===== config.mk =====
export PLATFORM = sky130hd
export DESIGN_NAME = smfd_lane
export DESIGN_NICKNAME = d
export VERILOG_FILES = /design/src/rtl/smfd_pkg.sv /design/src/rtl/smfd_ram.sv /design/src/rtl/smfd_lane.sv
export SDC_FILE = /design/constraint.sdc
export NUM_CORES = 2
export LEC_CHECK = 0
export BUFFER_PORTS_ARGS = -buffer_cell sky130_fd_sc_hd__buf_2
export CAP_MARGIN = 20
export CELL_PAD_IN_SITES_DETAIL_PLACEMENT = 1
export CELL_PAD_IN_SITES_GLOBAL_PLACEMENT = 2
export CORE_UTILIZATION = 25
export CTS_CLUSTER_SIZE = 14
export DETAILED_ROUTE_END_ITERATION = 6
export PLACE_DENSITY = 0.5
export SYNTH_ARGS = -nofsm -noshare
export SYNTH_HDL_FRONTEND = slang
export SYNTH_SLANG_ARGS = --single-unit

===== constraint.sdc =====
create_clock -name clk -period 7.21 [get_ports clk]
set_input_delay 0.721 -clock clk [delete_from_list [all_inputs] [get_ports clk]]
set_output_delay 0.721 -clock clk [all_outputs]
set_load 0.02 [all_outputs]

===== src/rtl/smfd_pkg.sv =====
// Shared types, register codes and reset constants for the stereo multitap delay.
// No dependencies; the files that use it refer to it by scoped names.
`default_nettype none

package smfd_pkg;

  // Sequencer states
  typedef enum logic [2:0] {
    ST_CLEAR,
    ST_IDLE,
    ST_RUN,
    ST_DRAIN,
    ST_DONE
  } state_t;

  // Configuration port
  localparam int CFG_INDEX_BITS = 3;
  localparam int CFG_DATA_BITS  = 64;
  localparam int PAIR_REGS      = 4;

  localparam logic [CFG_INDEX_BITS-1:0] REG_DRY        = 3'd0;
  localparam logic [CFG_INDEX_BITS-1:0] REG_PAIR_FIRST = 3'd1;
  localparam logic [CFG_INDEX_BITS-1:0] REG_PAIR_LAST  = 3'd4;

  localparam logic [CFG_DATA_BITS-1:0] PAIR0_RESET = 64'h00530FFF26530FFF;
  localparam logic [CFG_DATA_BITS-1:0] PAIR_RESET  = 64'h00530FFF00530FFF;

  // Tap length is the 16-bit field plus one, so it needs one more bit
  localparam int LEN_BITS = 17;

  localparam logic [7:0]        CODE_MAX  = 8'd128;
  localparam logic signed [8:0] FB_UNITY  = 9'sd64;

  typedef logic signed [8:0] coef_t;

  // Per-cycle control from the sequencer to both lanes
  typedef struct packed {
    logic  issue;     // read the tap's delay entry this cycle
    logic  clear;     // write zero at the given address
    logic  dry;       // add the tap input to the tap output
    coef_t fb_coef;   // feedback code minus 64
    coef_t wet_coef;  // wet code
  } lane_ctrl_t;

  function automatic logic [7:0] clamp_code(input logic [7:0] code);
    return (code > CODE_MAX) ? CODE_MAX : code;
  endfunction

endpackage

`default_nettype wire


===== src/rtl/smfd_ram.sv =====
// Generic single-clock RAM: one write port, one read port, registered read data.
// No dependencies.
`default_nettype none

module smfd_ram #(
  parameter int WIDTH = 24,
  parameter int DEPTH = 16,
  localparam int ADDR_BITS = $clog2(DEPTH)
) (
  input  logic                 clk,
  input  logic                 we,
  input  logic [ADDR_BITS-1:0] waddr,
  input  logic [WIDTH-1:0]     wdata,
  input  logic                 re,
  input  logic [ADDR_BITS-1:0] raddr,
  output logic [WIDTH-1:0]     rdata
);

  logic [WIDTH-1:0] mem [DEPTH];

  always_ff @(posedge clk) begin
    if (we) begin
      mem[waddr] <= wdata;
    end
    if (re) begin
      rdata <= mem[raddr];
    end
  end

endmodule

`default_nettype wire


===== src/rtl/smfd_lane.sv =====
// One channel lane: delay store, coefficient multiply stage and tap arithmetic.
// Depends on smfd_pkg and smfd_ram.
`default_nettype none

module smfd_lane #(
  parameter int SAMPLE_BITS = 24,
  parameter int DEPTH = 16,
  localparam int AW = $clog2(DEPTH)
) (
  input  logic                          clk,
  input  logic                          rst,
  input  smfd_pkg::lane_ctrl_t          ctrl,
  input  logic [AW-1:0]                 addr,
  input  logic                          load,
  input  logic signed [SAMPLE_BITS-1:0] sample_in,
  output logic signed [SAMPLE_BITS-1:0] sample
);

  // sample times a 9-bit code, plus the shifted sample, fits here
  localparam int SW = SAMPLE_BITS + 9;
  localparam logic signed [SW-1:0] FB_HALF  = SW'(32);
  localparam logic signed [SW-1:0] WET_HALF = SW'(64);
  localparam logic signed [SW-1:0] ZERO     = '0;

  function automatic logic signed [SAMPLE_BITS-1:0] sat(input logic signed [SW-1:0] v);
    logic [SW-SAMPLE_BITS:0] upper;
    upper = v[SW-1:SAMPLE_BITS-1];
    if (upper == '0 || upper == '1) begin
      return v[SAMPLE_BITS-1:0];
    end
    return {v[SW-1], {(SAMPLE_BITS-1){~v[SW-1]}}};
  endfunction

  logic                          we;
  logic [AW-1:0]                 waddr;
  logic [SAMPLE_BITS-1:0]        wdata;
  logic [SAMPLE_BITS-1:0]        rdata;
  logic signed [SAMPLE_BITS-1:0] stored;

  // stage 1: read data arrives, coefficients ride along
  logic                  s1_valid;
  logic [AW-1:0]         s1_addr;
  logic                  s1_dry;
  smfd_pkg::coef_t       s1_fb;
  smfd_pkg::coef_t       s1_wet;

  // stage 2: products registered
  logic                  s2_valid;
  logic [AW-1:0]         s2_addr;
  logic                  s2_dry;
  logic signed [SW-1:0]  s2_pfb;
  logic signed [SW-1:0]  s2_pwet;

  logic signed [SW-1:0]  store_sum;
  logic signed [SW-1:0]  out_sum;
  logic signed [SW-1:0]  store_q;
  logic signed [SW-1:0]  out_q;
  logic signed [SW-1:0]  dry_term;

  smfd_ram #(
    .WIDTH (SAMPLE_BITS),
    .DEPTH (DEPTH)
  ) u_store (
    .clk   (clk),
    .we    (we),
    .waddr (waddr),
    .wdata (wdata),
    .re    (ctrl.issue),
    .raddr (addr),
    .rdata (rdata)
  );

  assign stored = rdata;

  always_ff @(posedge clk) begin
    if (rst) begin
      s1_valid <= 1'b0;
      s2_valid <= 1'b0;
    end else begin
      s1_valid <= ctrl.issue;
      s2_valid <= s1_valid;
    end
  end

  always_ff @(posedge clk) begin
    s1_addr <= addr;
    s1_dry  <= ctrl.dry;
    s1_fb   <= ctrl.fb_coef;
    s1_wet  <= ctrl.wet_coef;
    s2_addr <= s1_addr;
    s2_dry  <= s1_dry;
    s2_pfb  <= SW'(stored) * SW'(s1_fb);
    s2_pwet <= SW'(stored) * SW'(s1_wet);
  end

  // floor shifts round to nearest with the half added first
  assign dry_term  = s2_dry ? (SW'(sample) <<< 7) : ZERO;
  assign store_sum = s2_pfb + (SW'(sample) <<< 6) + FB_HALF;
  assign out_sum   = s2_pwet + dry_term + WET_HALF;
  assign store_q   = store_sum >>> 6;
  assign out_q     = out_sum >>> 7;

  assign we    = ctrl.clear | s2_valid;
  assign waddr = ctrl.clear ? addr : s2_addr;
  assign wdata = ctrl.clear ? '0 : sat(store_q);

  // running sample: tap input, then tap output feeding the next tap
  always_ff @(posedge clk) begin
    if (load) begin
      sample <= sample_in;
    end else if (s2_valid) begin
      sample <= sat(out_q);
    end
  end

endmodule

`default_nettype wire


==> summary.md <==
| Metric | Value |
|---|---|
| Worst path arrival time | `between 6 and 7 ns` |
| DR vias | `around 21000` |
| Mapped Area | `0.03501 sq mm` |
| Max Fclk | `approximately 160 MHz` |
| Clk Latency, worst-skew pair | `between 0.6 and 0.7 ns` |
| Post-Synthesis Cells | `between 2000 and 3000` |
| Worst-path maximum fanout | `18` |
| Root Buffer | `clkbuf_16` |
| Starting Density | `0.2534` |
| Gr usage total | `0.1610` |
| Cell family contributing the most delay on the critical path | `adder cells` |
| # resized after CTS | `0` |
| Synth-to-Final Area Change | `14.68%` |
| Drt initial violations | `1061` |
| CTS sink count | `around 520` |
| Deepest clock path buffer count | `3` |
| Antenna Nets Post-Route | `0` |
| Die X | `between 300 and 400 microns` |
| Drt pass-1 iters | `5` |
| NumNets Final | `3369` |
| Crit share post-route | `0.8829` |
| CTS tree | `yes` |
| Slowest CP cell | `edfxtp_1` |
| GPL Wtd Cong | `just under 0.8` |
| Number of flops mapped to enable cells by yosys | `roughly 430` |
| Htree depth | `3` |
| Largest net degree at the start of global routing | `~60` |
| Worst Tran Pin Value | `between 1 and 1.5 ns` |
| Drt total wl | `~110000 microns` |
| HP Class | `input pin to flip-flop` |
| Top_reg_cell synth | `edfxtp_1` |
| Fin crit period | `between 6 and 7 ns` |
| Synth unique cells | `77` |
| Share of cells above drive strength 1 | `0.1440` |
| Residual DRC | `0` |
| GRT overflow | `0` |
| Maximum capacitance violations | `0` |
| Worst slew margin relative to its limit | `0.2684` |
| First-pass GRT wire length | `165800 microns` |
| CP Class | `flip-flop to flip-flop` |
| Status | `finished, final reports clean` |
| Critical path capture point type | `flip-flop` |
| CP Buf/Inv Count | `2` |
| Die area | `between 0.1 and 0.15 sq mm` |
| Seq/Total Area, Yosys | `0.4191` |
| Fin. Hold Viols | `0` |
| Yosys reg bits | `approximately 520` |
| Clk slew on worst S/H paths | `around 0.060 ns` |
| IO Pins | `between 70 and 80` |
| Die Height | `between 300 and 400 microns` |
| Vias in the first global route | `~24000` |
| # rows | `136` |
| Post-CTS Setup Inserts | `0` |
| Num CTS Buffers | `67` |
| Unrepaired setup endpoints after global routing | `false` |
| Hpwl dp | `between 80000 and 90000 microns` |
| Critical Path RT | `around 8 ns` |
| # port buffers | `75` |
| Finish-stage setup viols | `0` |
| Worst clock skew | `roughly 0.024 ns` |
| CORE AREA | `0.1382 sq mm` |
| Async SR Flop Fraction | `0` |
| Syn avg cell area | `between 10 and 15 sq um` |
| Detailed-route wire length per cell | `23.71 microns` |
| Post-Syn Nets | `~3300` |
| Crit path top cell by count | `fa_1` |
| Vias/cell | `about 4.6` |
| Crit-path cells | `nand2_1, fa_1, fa_1, inv_1, fa_1, fa_1, fa_1, ha_1, o21ai_0, nand2_1, a21oi_1, o31ai_1, o41ai_1, buf_4, o21ai_0, o221a_2, a311oi_1, xnor2_1` |
| Critical Path Max Stage Delay | `just under 0.9 ns` |
| Total negative slack | `0 ns` |
| CTS Hold Bufs | `0` |
| Antenna violations before repair | `14` |
| CP startpoint kind | `flip-flop` |
| Synth warn | `0` |
| Layout filler cell count | `roughly 15000` |
| Max-slew violations | `0` |
## registers in the layout, indices dropped and copies added (netlist names), 4 cells and up
register and flops:
s1_addr 4, s1_fb 9, s1_wet 9, s2_addr 4
s2_pfb 28, s2_pwet 27, sample 24, u_store.mem 384
u_store.rdata 24
## worst paths after layout
kind	from	to	slack [ns]	depth (start not counted)
setup reg to reg	u_store.rdata[2]$_DFFE_PP_	s2_pwet[31]$_DFF_P_	0.84	18
hold reg to reg	s1_addr[1]$_DFF_P_	s2_addr[1]$_DFF_P_	0.32	0
hold / removal	ctrl[10]	s1_fb[1]$_DFF_P_	0.17	1
setup / recovery	u_store.rdata[2]$_DFFE_PP_	s2_pwet[31]$_DFF_P_	0.84	18
## cell families (layout without fill, tap and decap cells)
kind of cell | count (synthesis) | in the layout | share of synthesized area
adder cells (fa/ha/maj) | 530 | 530 | 0.2649
AO/OA/AOI/OAI | 337 | 337 | 0.06922
multiplexers | 122 | 122 | 0.07779
flip-flops | 517 | 517 | 0.4191
AND/OR/NAND/NOR | 716 | 716 | 0.1031
XOR/XNOR | 109 | 109 | 0.02726
other | 0 | 2 | 0
buffers and inverters | 356 | 503 | 0.03866
## routing by layer
layer,wire length (microns),global-route usage,share of wire
met5,0,0,0
met1,51330,0.2181,0.46
met3,3311,0.02118,0.030
met2,53280,0.2641,0.48
met4,3488,0.05530,0.031
## cells in the final DEF, fill, tap and decap left out, drive strengths merged, types with 6 or more instances in the layout
cell type	instances
nand2	226
o31ai	7
a21o	70
nor2b	21
a21oi	82
xor2	31
o211ai	6
nand3	19
inv	247
a221oi	8
nand4	6
and2	245
fa	352
nor2	127
clkbuf	90
and3	7
a311oi	10
ha	178
o311ai	15
o21ai	53
edfxtp	432
o21bai	13
buf	142
xnor2	78
dfxtp	85
mux4	120
a31oi	15
nor3	13
clkinv	16
nand2b	25
o21a	15
## synth_stat cells, types with 8 or more instances
cell type | count | area, sq um
ha_1 | 178 | 2227
clkbuf_1 | 96 | 360.4
xor2_1 | 31 | 271.5
edfxtp_1 | 432 | 12970
o21ai_0 | 51 | 255.2
nand2_1 | 226 | 848.3
nand2b_1 | 25 | 156.4
inv_1 | 244 | 915.9
xnor2_1 | 78 | 683.2
a21oi_1 | 81 | 405.4
a21o_1 | 69 | 518.0
o21a_1 | 15 | 112.6
o311ai_2 | 8 | 130.1
o21bai_1 | 13 | 97.59
a311oi_1 | 10 | 87.58
fa_1 | 352 | 7047
a31oi_1 | 14 | 87.58
nor2b_1 | 21 | 131.4
nor2_1 | 127 | 476.7
buf_1 | 11 | 41.29
mux4_2 | 120 | 2703
dfxtp_1 | 85 | 1702
and2_1 | 245 | 1533
nand3_1 | 19 | 95.09
nor3_1 | 13 | 65.06
a221oi_1 | 8 | 70.07
## metrics by stage
stage | setup WS [ns] | cells | hold WS [ns] | cell area, sq um | util
floorplan | 1.556 | 2687 | 0.3096 | 35010 | -
global placement | 0.7912 | 4580 | 0.3100 | 37920 | 0.2744
detailed placement | 0.7769 | 4581 | 0.3135 | 37940 | 0.2746
CTS | 0.6887 | 4697 | 0.09719 | 40150 | 0.2906
global route | 0.3800 | 4697 | 0.1277 | 40150 | 0.2906
finish | 0.8445 | 4699 | 0.1710 | 40150 | 0.2906
## cell type report
cell class              count  area, sq um  share of cell area
diodes                      2        5.005           0.0001246
clock buffers              90         1844             0.04593
clock inverters            26        365.4            0.009099
inverters                 245        919.6             0.02290
multi-input cells        1814        19120              0.4761
flip-flops and latches    517        14670              0.3654
well taps                1863         2331             0.05805
repair buffers            142        899.6             0.02240
Power is not shown: default switching activity piles up to over one toggle a cycle in this logic, so the estimate is an artifact.
